**config.mk**
```make
export PLATFORM = sky130hd
export DESIGN_NAME = prs_ram
export DESIGN_NICKNAME = d
export VERILOG_FILES = /design/src/sv/prs_ram.sv
export SDC_FILE = /design/constraint.sdc
export NUM_CORES = 2
export LEC_CHECK = 0
export BUFFER_PORTS_ARGS = -buffer_cell sky130_fd_sc_hd__buf_2
export CORE_ASPECT_RATIO = 1.75
export CORE_UTILIZATION = 60
export DETAILED_ROUTE_END_ITERATION = 7
export MAX_ROUTING_LAYER = met4
export PLACE_DENSITY_LB_ADDON = 0.25
export SYNTH_ARGS = -nofsm -noshare
export SYNTH_HDL_FRONTEND = slang
export SYNTH_SLANG_ARGS = --single-unit
```
**constraint.sdc**
```tcl
create_clock -name clk -period 5.61 [get_ports clk]
set_input_delay 0.2805 -clock clk [delete_from_list [all_inputs] [get_ports clk]]
set_output_delay 0.2805 -clock clk [all_outputs]
set_load 0.005 [all_outputs]
```
**src/sv/prs_ram.sv**
```systemverilog
// Generic single-write, single-read RAM with registered read data.
// No dependencies; the top level sizes it from prs_pkg values.
module prs_ram #(
  parameter int DEPTH = 2048,
  parameter int WIDTH = 2
) (
  input  logic                     clk,
  input  logic                     we,
  input  logic [$clog2(DEPTH)-1:0] waddr,
  input  logic [WIDTH-1:0]         wdata,
  input  logic [$clog2(DEPTH)-1:0] raddr,
  output logic [WIDTH-1:0]         rdata
);
  logic [WIDTH-1:0] mem [DEPTH];

  always_ff @(posedge clk) begin
    if (we) mem[waddr] <= wdata;
    rdata <= mem[raddr];
  end
endmodule

```
---- Yosys cells after proc, flatten, opt, wreduce, memory -nomap -nowiden ----
Memories as Yosys holds them, arrays and structs flattened. A register that Yosys moved wholly into a read port is not among the register bits.
Index checks and enable logic that the tools add are counted.
cells by class
  divide/modulo/power cells ............... 0
  equal/unequal tests ..................... 0
  shift operators ......................... 0
  multiply operators ...................... 0
  reductions and logical operators ........ 0
  bitwise gates (word level) .............. 0
  mux-type cells .......................... 2
  order comparisons ....................... 0
  $add $sub $neg .......................... 0
operators with widths
  kind              count
  2-to-1 mux 1 bit  2
storage, ports and cells
  RAM bits ................................ 4096
  memories kept ........................... 1
  input bits .............................. 26
  latch bits .............................. 0
  ROM bits ................................ 0
  flip-flop bits (word level) ............. 0
memories
  memory  depth  bits a word  rd ports  clocked after memory_dff  write ports  line  source
  mem     2048   2            1         1                         1            14    logic [WIDTH-1:0] mem [DEPTH];

---- Depth between registers and ports, before layout ----
  depth in word-level cells ............... 2
  depth in mapped cells ................... 16
  depth with buffers taken out ............ 9

---- Worst setup path after synthesis ----
Ideal clock, no wire load.
  path kind ............................... input port to flip-flop
  from .................................... in raddr[1]
  to ...................................... reg rdata[0] (read register of mem)
  data required time ...................... 5483 ps
  arrival time ............................ 2496 ps
  stages .................................. 11
  path slack .............................. 2988 ps
  cell sequence ........................... buf_6 > buf_4 > buf_2 > clkbuf_1 > mux4_2 > mux4_2 > mux2i_1 > a21oi_1 > nand4_1 > o41ai_1 > or3_1
RTL lines
  element             line  source
  start: declaration  11    input logic [$clog2(DEPTH)-1:0] raddr,
  end: declaration    12    output logic [WIDTH-1:0] rdata

==> impl_metrics.env <==
export IMPL_synth_seq_cells=4098
export IMPL_endpoint_kind="flip-flop"
export IMPL_postSynthCellCount=10200
export IMPL_initial_core_util_pct=60.3
export IMPL_final_nets=10000
export IMPL_layout_drive_gt1_share_pct=15.3
export IMPL_clk_latency_ns=0.94
export IMPL_cts_tree="done"
export IMPL_synth_edf_count=4096
export IMPL_slowest_stage="o41ai_1"
export IMPL_synth_ff_type="edfxtp_1"
export IMPL_grt_usage_pct=36.4
export IMPL_post_route_drc_count=0
export IMPL_reg2reg_to="rdata[0]"
export IMPL_dp_hpwl_mm=300
export IMPL_rsz0062_at_grt="no"
export IMPL_async_flop_share_pct=0
export IMPL_drt_total_wl_mm=502
export IMPL_grt_max_degree=267
export IMPL_slew_headroom_pct=6.24
export IMPL_clk_path_buf_depth=4
export IMPL_synth_top_area_share_pct=72.9
export IMPL_yosysWarningCount=0
export IMPL_cts_buffers_inserted=353
export IMPL_die_width_um=403
export IMPL_finalClockSkew_ns=0.0824
export IMPL_drv_slew=0
export IMPL_die_h_um=704
export IMPL_slowest_delay_ns=1.14
export IMPL_htreeDepth=5
export IMPL_synth_common_cells="edfxtp_1, nor2_1, mux2i_1, mux4_2, clkbuf_1"
export IMPL_fmax_ghz=0.233
export IMPL_cpMostUsedCell="nand4_1"
export IMPL_grt_pass1_wl_mm=701
export IMPL_row_count=257
export IMPL_first_pass_iters=7
export IMPL_pin_count=28
export IMPL_hold_viol=0
export IMPL_multi_input_area_um2=41300
export IMPL_fp_dieArea_um2=284000
export IMPL_reg2reg_depth=7
export IMPL_cts_root_buf="clkbuf_16"
export IMPL_vias=98000
export IMPL_yosysMostFrequentCell="edfxtp_1"
export IMPL_cp_max_fo=67
export IMPL_portBuffers=27
export IMPL_grt_overflow=0
export IMPL_fillers=18700
export IMPL_fin_setup_tns_ns=0
export IMPL_design_core_area_um2=280000
export IMPL_hold_depth=4
export IMPL_hold_start="waddr[0]"
export IMPL_cp_cell_sequence="buf_8 -> or2_4 -> buf_12 -> buf_4 -> o221ai_1 -> o22ai_1 -> o21ai_0 -> nand4_1 -> a21oi_1 -> nand4_1 -> o41ai_1 -> or3_1"
export IMPL_areaGrowthSynthToFinish_pct=9.14
export IMPL_worst_setup_path_type="in -> reg"
export IMPL_grt_pass1_vias=98800
export IMPL_status="finished clean"
export IMPL_path_clk_slew_ns=0.06
export IMPL_antenna_found_initial=29
export IMPL_hold_class="in -> reg"
export IMPL_synth_area_leader_cell="edfxtp_1"
export IMPL_worstMarginPinSlew_ns=1.40
export IMPL_cap_violations=0
export IMPL_post_cts_resized=0
export IMPL_viasPerCell=7.03
export IMPL_power_leakage_uw=0.0568
export IMPL_seq_area_um2=123000
export IMPL_p_per_area_nw_per_um2=337
export IMPL_netlist_area_um2=169000
export IMPL_synth_area_leaders="edfxtp_1, mux4_2, nor2_1"
export IMPL_synth_nets=10200
export IMPL_hold_end="mem[1504][0]"
export IMPL_drtIter0Drc=13900
export IMPL_finalSetupViolCount=0
export IMPL_arrival_ns=5.17
export IMPL_finalCritPeriodShare_pct=76.5
export IMPL_vdd_ir_drop_max_mv=0.304
export IMPL_reg2reg_from="mem[1375][0]"
export IMPL_ys_types=81
export IMPL_synth_area_per_cell_um2=16.6
export IMPL_worstSetupStartpointType="primary input"
export IMPL_ys_seq_area_share_pct=72.9
export IMPL_place_gp_congestion=0.954
export IMPL_post_route_min_period_ns=4.29
export IMPL_wire_per_inst_um=36.0
export IMPL_rrSetupSlack_ns=1.66
export IMPL_ant_nets=0
export IMPL_required_ns=6.49
export IMPL_final_util_pct=65.8
export IMPL_fin_total_pwr_uw=62100
export IMPL_clock_sinks=4098
==> worst max-delay path by stage <==
stage / startpoint / to / slack, ns / cells after the start
6_report: raddr[1] / rdata[0] / 1.32 / 12
5_1_grt: raddr[1] / rdata[0] / 1.59 / 12
4_1_cts: raddr[4] / rdata[0] / 1.67 / 10
3_5_place_dp: raddr[4] / rdata[0] / 0.67 / 10
3_3_place_gp: raddr[1] / rdata[0] / 0.11 / 10
2_1_floorplan: raddr[1] / rdata[0] / 2.99 / 11
==> through the flow <==
step / area [µm²] / hold WS (ns) / instances / worst slack (ns)
global placement: 172000 / 0.810 / 13300 / 0.110
finish: 184000 / 0.0517 / 14000 / 1.32
global route: 184000 / 0.0670 / 13900 / 1.59
CTS: 184000 / 0.00151 / 13900 / 1.67
floorplan: 169000 / 0.379 / 10200 / 2.99
detailed placement: 172000 / 0.808 / 13300 / 0.669
==> logic make-up (layout without fill, tap and decap cells) <==
logic type,Yosys count,after routing,share of synthesized area [%]
AO/OA/AOI/OAI,910,910,3.78
buffers and inverters,857,978,3.00
flip-flops,4098,4098,72.9
multiplexers,1459,1459,13.5
other,0,29,0
AND/OR/NAND/NOR,2850,2850,6.87
==> cells in the final DEF (no fill, tap or decap), drive strengths merged, types with 8 or more instances in the layout <==
master	count
nor2b	12
bufinv	51
clkinvlp	24
a21oi	149
or4	11
diode	29
a2111oi	28
mux2	22
o211ai	8
clkinv	138
a22oi	8
mux2i	798
o22ai	178
nand4	26
o31ai	15
nand3	81
and2	20
nor2	2181
nor3b	10
buf	344
o221ai	254
o21ai	123
mux4	639
a211oi	63
nand2	230
nor4	61
edfxtp	4096
clkbuf	405
and3	11
o311ai	8
or3	11
o32ai	10
a211o	9
inv	14
a31oi	19
nor3	164
==> layer usage <==
layer	part of all wire (%)	global-route usage, %
met1	31	41.3
met3	12	7.20
met4	9.5	27.7
met2	48	57.3
met5	0	-
==> sequential cells by signal, summed over array words and instances, names as in the netlist <==
name	cells
mem	4096
rdata	2
==> final cells by class <==
type	count	area share, %
inverters	4	0.0149
diodes	29	0.0394
flip-flops and latches	4098	66.8
multi-input cells	5219	22.4
clock inverters	223	1.33
repair buffers	346	1.92
clock buffers	405	5.03
well taps	3626	2.46
==> worst max-delay path: cells and delay by family <==
| kind | cells | cell delay (ns) |
|---|---|---|
| compound gates | 5 | 2.50 |
| simple gates | 4 | 1.38 |
| buf+inv | 3 | 0.78 |
==> report_power, final <==
group / switching, µW / internal [µW] / leakage, µW
logic: 2170 / 943 / 0.0143
registers: 11.7 / 33700 / 0.0368
clock network: 11000 / 14200 / 0.00568
total: 13200 / 48800 / 0.0568
==> what timing repair did <==
item,4_1_cts,5_1_grt
buffers inserted,0,0
endpoints found under the hold margin,103,0
endpoints found under the setup margin,0,0
hold buffers,2,0
(Power assumes the default switching activity.)
