**config.mk**
```make
export PLATFORM = sky130hd
export DESIGN_NAME = prs_div
export DESIGN_NICKNAME = d
export VERILOG_FILES = /design/src/sv/prs_pkg.sv /design/src/sv/prs_div.sv
export SDC_FILE = /design/constraint.sdc
export NUM_CORES = 1
export LEC_CHECK = 0
export BUFFER_PORTS_ARGS = -buffer_cell sky130_fd_sc_hd__buf_2
export CAP_MARGIN = 25
export CORE_ASPECT_RATIO = 1.75
export CORE_UTILIZATION = 45
export DETAILED_ROUTE_END_ITERATION = 10
export PLACE_DENSITY = 0.66
export SYNTH_ARGS = -nofsm -noshare
export SYNTH_HDL_FRONTEND = slang
export SYNTH_SLANG_ARGS = --single-unit
```
**constraint.sdc**
```tcl
create_clock -name clk -period 4 [get_ports clk]
set_clock_uncertainty 0.15 [all_clocks]
set_input_delay 0.2 -clock clk [delete_from_list [all_inputs] [get_ports clk]]
set_output_delay 0.2 -clock clk [all_outputs]
set_load 0.01 [all_outputs]
```
**src/sv/prs_pkg.sv**
```systemverilog
// Shared constants and helpers for the tolerant precision/recall scorer.
// No dependencies; imported by prs_div and the top level.
package prs_pkg;

  localparam int MAX_WIDTH     = 2048;
  localparam int MAX_HEIGHT    = 2048;
  localparam int WINDOW_RADIUS = 2;
  localparam int RING_ROWS     = 2 * WINDOW_RADIUS + 1;

  localparam int GEO_W   = 12;                          // config register width
  localparam int COL_W   = $clog2(MAX_WIDTH);           // column index
  localparam int ROW_W   = $clog2(MAX_HEIGHT);          // row index
  localparam int LW_W    = $clog2(MAX_WIDTH + 1);       // latched width
  localparam int LH_W    = $clog2(MAX_HEIGHT + 1);      // latched height, finalize row
  localparam int SC_W    = $clog2(MAX_WIDTH + WINDOW_RADIUS); // sweep counter
  localparam int NY_W    = LH_W + 2;                    // signed neighbor row
  localparam int RING_W  = $clog2(RING_ROWS);
  localparam int ENT_W   = 2;                           // stored entry bits
  localparam int CNT_W   = 23;
  localparam int FRAC_W  = 16;
  localparam int Q_W     = 18;
  localparam int CFG_IDX_W = 1;

  // entry bits
  localparam int EXP_BIT = 0;
  localparam int ACT_BIT = 1;

  // configuration register indexes
  localparam logic [CFG_IDX_W-1:0] CFG_WIDTH  = 1'b0;
  localparam logic [CFG_IDX_W-1:0] CFG_HEIGHT = 1'b1;

  localparam logic [7:0]       PIX_POS  = 8'hFF;
  localparam logic [7:0]       PIX_NEG  = 8'h00;
  localparam logic [CNT_W-1:0] CNT_MAX  = {CNT_W{1'b1}};
  localparam logic [Q_W-1:0]   Q_UNDEF  = {Q_W{1'b1}};
  localparam logic [Q_W-1:0]   Q_ONE    = Q_W'(1 << FRAC_W);

  // ring slot of row (r's row + k - radius), k in 0..2*radius
  function automatic logic [RING_W-1:0] ring_add(input logic [RING_W-1:0] r, input int k);
    logic [RING_W+1:0] v;
    v = (RING_W+2)'(r) + (RING_W+2)'(k + RING_ROWS - WINDOW_RADIUS);
    if (v >= (RING_W+2)'(RING_ROWS)) v = v - (RING_W+2)'(RING_ROWS);
    if (v >= (RING_W+2)'(RING_ROWS)) v = v - (RING_W+2)'(RING_ROWS);
    return RING_W'(v);
  endfunction

  // saturating count step
  function automatic logic [CNT_W-1:0] sat_inc(input logic [CNT_W-1:0] c);
    return (c == CNT_MAX) ? c : c + 1'b1;
  endfunction

endpackage

```
**src/sv/prs_div.sv**
```systemverilog
// Restoring divider for the Q2.16 ratios: q = (num*2^17 + den) / (2*den).
// Depends on prs_pkg. One quotient bit per cycle, Q_W quotient bits per division.
module prs_div import prs_pkg::*; (
  input  logic             clk,
  input  logic             rst,
  input  logic             start,
  input  logic [CNT_W-1:0] num,
  input  logic [CNT_W:0]   den,
  output logic             done,
  output logic [Q_W-1:0]   q
);
  localparam int DVD_W = CNT_W + FRAC_W + 2;
  localparam int DS_W  = CNT_W + 2;
  localparam int IT_W  = $clog2(Q_W + 1);

  logic [DVD_W-1:0] dvd;
  logic [DS_W-1:0]  rem;
  logic [DS_W-1:0]  ds;
  logic [Q_W-1:0]   low;
  logic [IT_W-1:0]  cnt;
  logic             active;
  logic [DS_W:0]    trial;

  // rounding bias folded into the dividend
  assign dvd   = (DVD_W'(num) << (FRAC_W + 1)) + DVD_W'(den);
  assign trial = {rem, low[Q_W-1]};
  assign q     = low;

  always_ff @(posedge clk) begin
    if (rst) begin
      active <= 1'b0;
      done   <= 1'b0;
      cnt    <= '0;
    end else begin
      done <= 1'b0;
      if (start) begin
        rem    <= DS_W'(dvd >> Q_W);
        low    <= dvd[Q_W-1:0];
        ds     <= DS_W'({den, 1'b0});
        cnt    <= IT_W'(Q_W);
        active <= 1'b1;
      end else if (active) begin
        // one quotient bit per step
        if (trial >= {1'b0, ds}) begin
          rem <= DS_W'(trial - {1'b0, ds});
          low <= {low[Q_W-2:0], 1'b1};
        end else begin
          rem <= trial[DS_W-1:0];
          low <= {low[Q_W-2:0], 1'b0};
        end
        cnt <= cnt - 1'b1;
        if (cnt == IT_W'(1)) begin
          active <= 1'b0;
          done   <= 1'b1;
        end
      end
    end
  end
endmodule

```
======== Word-level counts from Yosys, hierarchy flattened ========
Cells that the tools add are included.
storage, ports and cells
  register bits after elaboration ......... 74
  word-level logic and storage cells ...... 32
  output and inout port bits .............. 19
  bits of input ports ..................... 50
operators by class
  bitwise gates (word level) .............. 2
  reduce and logical (&&, ||, !) cells .... 5
  eq/ne operators ......................... 1
  muxes and demuxes ....................... 12
  magnitude comparators ................... 1
  add/subtract/negate cells ............... 3
operators with widths
  kind                                                                count
  25-bit 2-to-1 mux                                                   2
  40-bit by 24-bit adder with 41-bit output                           1
  18-bit 2-to-1 mux                                                   2
  26-bit by 25-bit >= comparator with 1-bit output                    1
  25-bit subtractor                                                   1
  23-bit 2-to-1 mux                                                   1
  5-bit 2-to-1 mux                                                    2
  5-bit by 1-bit == test with 1-bit output, second input constant     1
  1-bit 2-to-1 mux                                                    5
  5-bit by 1-bit subtractor with 5-bit output, second input constant  1
  2-bit AND reduction                                                 2
  3-bit OR reduction                                                  1
  1-bit NOT                                                           2
  2-bit nonzero test                                                  1
  2-bit OR reduction                                                  1

======== Depth between registers and ports, before layout ========
  word-level depth ........................ 4
  mapped depth ............................ 13
  gate-level depth less buffers ........... 13

======== Worst setup path after synthesis ========
Ideal clock, no wire load.
  kind .................................... input port to flip-flop
  start ................................... input port start
  end ..................................... register low[0] (netlist: q[0]) (enable)
  arrival time ............................ 2.713 ns
  stages .................................. 4
  data required time ...................... 3.407 ns
  slack ................................... 0.694 ns
  path buffers ............................ 2
  setup time .............................. 0.443 ns
  cells stage by stage .................... clkbuf_1 > clkbuf_1 > nor2_1 > nor2_1
between the ends
  word-level cells in the longest chain between the ends .. 2
ends and longest elaborated chain
  what                           line           source
  from (decl)                    prs_div.sv:6   input logic start,
  2-bit nonzero test (no line)   --
  2-bit AND reduction (no line)  --
  to (signal assigned)           prs_div.sv:38  low <= dvd[Q_W-1:0];
  to (signal assigned)           prs_div.sv:46  low <= {low[Q_W-2:0], 1'b1};
  to (signal assigned)           prs_div.sv:49  low <= {low[Q_W-2:0], 1'b0};
  to (decl)                      prs_div.sv:19  logic [Q_W-1:0] low;
Every way passes these cells.
A chain may end at the register's enable or synchronous reset.

======== Worst setup path after layout ========
  start ................................... register rem[3]
  end ..................................... register rem[4] (data pin)
between the ends
  word-level cells in the longest chain between the ends .. 4
  elaborated cells between the ends (all ways) .. 5
  classes of those cells .................. 1 x add/sub; 1 x order compare; 3 x mux
ends and longest elaborated chain
  what                                                                                   line                          source
  from (decl)                                                                            prs_div.sv:17                 logic [DS_W-1:0] rem;
  from (signal assigned)                                                                 prs_div.sv:37                 rem <= DS_W'(dvd >> Q_W);
  from (signal assigned)                                                                 prs_div.sv:45                 rem <= DS_W'(trial - {1'b0, ds});
  from (signal assigned)                                                                 prs_div.sv:48                 rem <= trial[DS_W-1:0];
  25-bit subtractor or 26-bit by 25-bit >= comparator with 1-bit output (tied branches)  prs_div.sv:45, prs_div.sv:44
  25-bit 2-to-1 mux *                                                                    prs_div.sv:44                 if (trial >= {1'b0, ds}) begin
  25-bit 2-to-1 mux *                                                                    prs_div.sv:42                 end else if (active) begin
  23-bit 2-to-1 mux *                                                                    prs_div.sv:36                 if (start) begin
Every way passes the cells marked *; elsewhere a longest branch is shown, timed or not. The select of a mux whose other input is x is not followed.

==> results.cfg <==
[yosys]
synth-compound-area-share_pct = 15.0
synth-seq-cells = 74
synth_area_per_cell_um2 = 10.8
synthTopCellsByArea = edfxtp_1, ha_1, mux2i_1
yosysWarnings = 0
synth_top_family_by_area = compound AO/OA/AOI/OAI gates
synth_edf_count = 67
netlist_area_um2 = 4890
synthXorXnorAreaFrac_pct = 7.52
yosysMostFrequentCell = edfxtp_1
synth_ff_type = edfxtp_1
async_reset_ff_share_pct = 0
synthMuxAreaShare_pct = 9.49
yosys.area.top_type_share_pct = 41.1
synth_top_cell_by_area = edfxtp_1
yosysSeqAreaShare_pct = 44.0
synthAdderAreaFrac_pct = 9.26
yosys-top-cells-count = edfxtp_1, a21oi_1, ha_1
synthSimpleGateAreaFrac_pct = 11.1
syn_inst = 453
syn-num-nets = 538
synth_cell_types = 52

[clock_network]
postCtsSetupRepairBufs = 0
clk_pin_slew_ps = 60
cts_buffer_depth = 2
cts_resized = 0
cts_tree = done
htree_levels = 3
root_buffer = clkbuf_16
cts_sinks = 74
cts_buffers = 9
hold_buffers = 24
clk_latency_ps = 340

[routing]
antenna_left = 0
via_per_inst = 5.56
drt_iter0_markers = 125
first_pass_iters = 6
wl_per_cell_um = 16.7
drc_errors = 0
routed_wl_um = 11400
dr_total_vias = 3786

[timing]
setup_tns_ps = 0
hold_viol = 0
period_share_pct = 84.3
slew_headroom_pct = 30.1
fin_hold_ws_ps = 33.8
fmax_mhz = 296
worstMarginPinSlew_ps = 1050
setup_ws_ps = 627
rsz0062_at_grt = no
final-setup-viol-count = 0
slew_violations = 0
period_needed_ps = 3370

[worst_setup_path]
crit_type = flip-flop to flip-flop
critPathMaxFanout = 21
end_kind = flip-flop
critical_path_arrival_ps = 3280
setup.worst_path.start_class = flip-flop
startpoint = rem[3]
crit_required_ps = 3910
reg2reg_from = rem[3]

[layout]
stdcell_area_um2 = 5960
multi_input_area_um2 = 2570
drive_gt1_share_pct = 22.3
regArea_um2 = 2150
finalNetCount = 631
fin_cells = 681
num-fill-cells = 936
diodes = 0
fin_util_pct = 56.0
area_growth_pct = 21.8

[floorplanning]
core_um2 = 10600
ios = 69
die_w_um = 80.8
core.rowCount = 50
dieArea_um2 = 11300
die_h_um = 140
initial_core_util_pct = 46.0

[pwr]
powerDensity_nw_per_um2 = 437
vdd_drop_max_mv = 0.334
static-leakage-power_nw = 2.47
power_mw = 2.60

[min_path]
hold_class = input pin to flip-flop
min-delay-start = rst

[run]
maxCapViolCount = 0

[placement]
place_ws_ps = 624
place_congestion = 0.885
dp_cells = 641
dpl-instance-area_um2 = 5390
port_buffers = 68
hpwl_um = 8410

[global_route]
grt.total_usage_pct = 22.0
antenna_found_initial = 0
grt_pass1_vias = 3934
grt_overflow_total = 0
grt_max_degree = 56
grt_pass1_wl_um = 18700

[outcome]
status = finished clean
-- registers in the layout, indices dropped and copies added (netlist names) --
signal,cells
rem,25
ds,24
q,18
cnt,5
active,1
done,1
-- layout by cell type, fill, tap and decap left out, drive strengths merged, types with 5 or more instances in the layout --
cell type	synthesis	final
o21a	5	5
o21ai	19	19
nor3	10	10
nand2b	9	9
xnor2	21	21
nor2b	5	5
mux2	19	19
nand2	28	28
a21o	12	12
a21oi	40	40
mux2i	25	25
ha	33	33
dlygate4sd3	0	24
nand3	9	9
inv	31	32
xor2	21	21
edfxtp	67	67
dfxtp	7	7
nand4	7	7
buf	5	72
nor2	22	22
a22oi	7	7
clkbuf	9	12
-- worst max-delay path, cell delays in order (launching register included) --
cell	delay, ps
edfxtp_1	390
ha_1	380
a21o_1	180
a21oi_1	220
a21oi_2	120
o31ai_1	230
a21o_1	200
a21oi_2	80
o32ai_4	580
buf_12	240
mux2i_1	210
o21ai_0	100
-- cell type report --
| cell class | count | area share (%) |
|---|---|---|
| multi-input cells | 334 | 43.2 |
| flip-flops and latches | 74 | 36.1 |
| repair buffers | 96 | 10.5 |
| clock buffers | 12 | 4.31 |
| well taps | 130 | 2.73 |
| inverters | 31 | 1.95 |
| clock inverters | 4 | 1.24 |
-- worst paths after layout --
kind	to	slack (ps)	depth (start not counted)
setup reg to reg	rem[4]	630	11
setup / recovery	rem[4]	630	11
hold reg to reg	cnt[3]	420	2
hold / removal	cnt[4]	30	2
-- cell families (layout without fill, tap and decap cells) --
logic type / after synthesis / after routing
simple gates: 107 / 107
compound gates: 106 / 106
mux: 44 / 44
xor+xnor: 42 / 42
flops: 74 / 74
fa+ha+maj: 35 / 35
buf+inv: 45 / 143
-- routing by layer --
layer | track usage (%) | vias up | wire (um)
met5 | 0 | - | 0
met4 | 11.8 | 0 | 423
met3 | 3.97 | 29 | 332
met2 | 39.4 | 84 | 6290
met1 | 23.5 | 1823 | 4360
li1 | - | 1850 | -
-- power by group --
group / total [mW] / switching, mW / leakage (nW) / internal, mW
Clock: 0.902 / 0.321 / 0.163 / 0.582
Combinational: 0.733 / 0.397 / 1.62 / 0.336
Sequential: 0.968 / 0.0362 / 0.693 / 0.932
No activity file was read; power rests on OpenSTA's default activity.
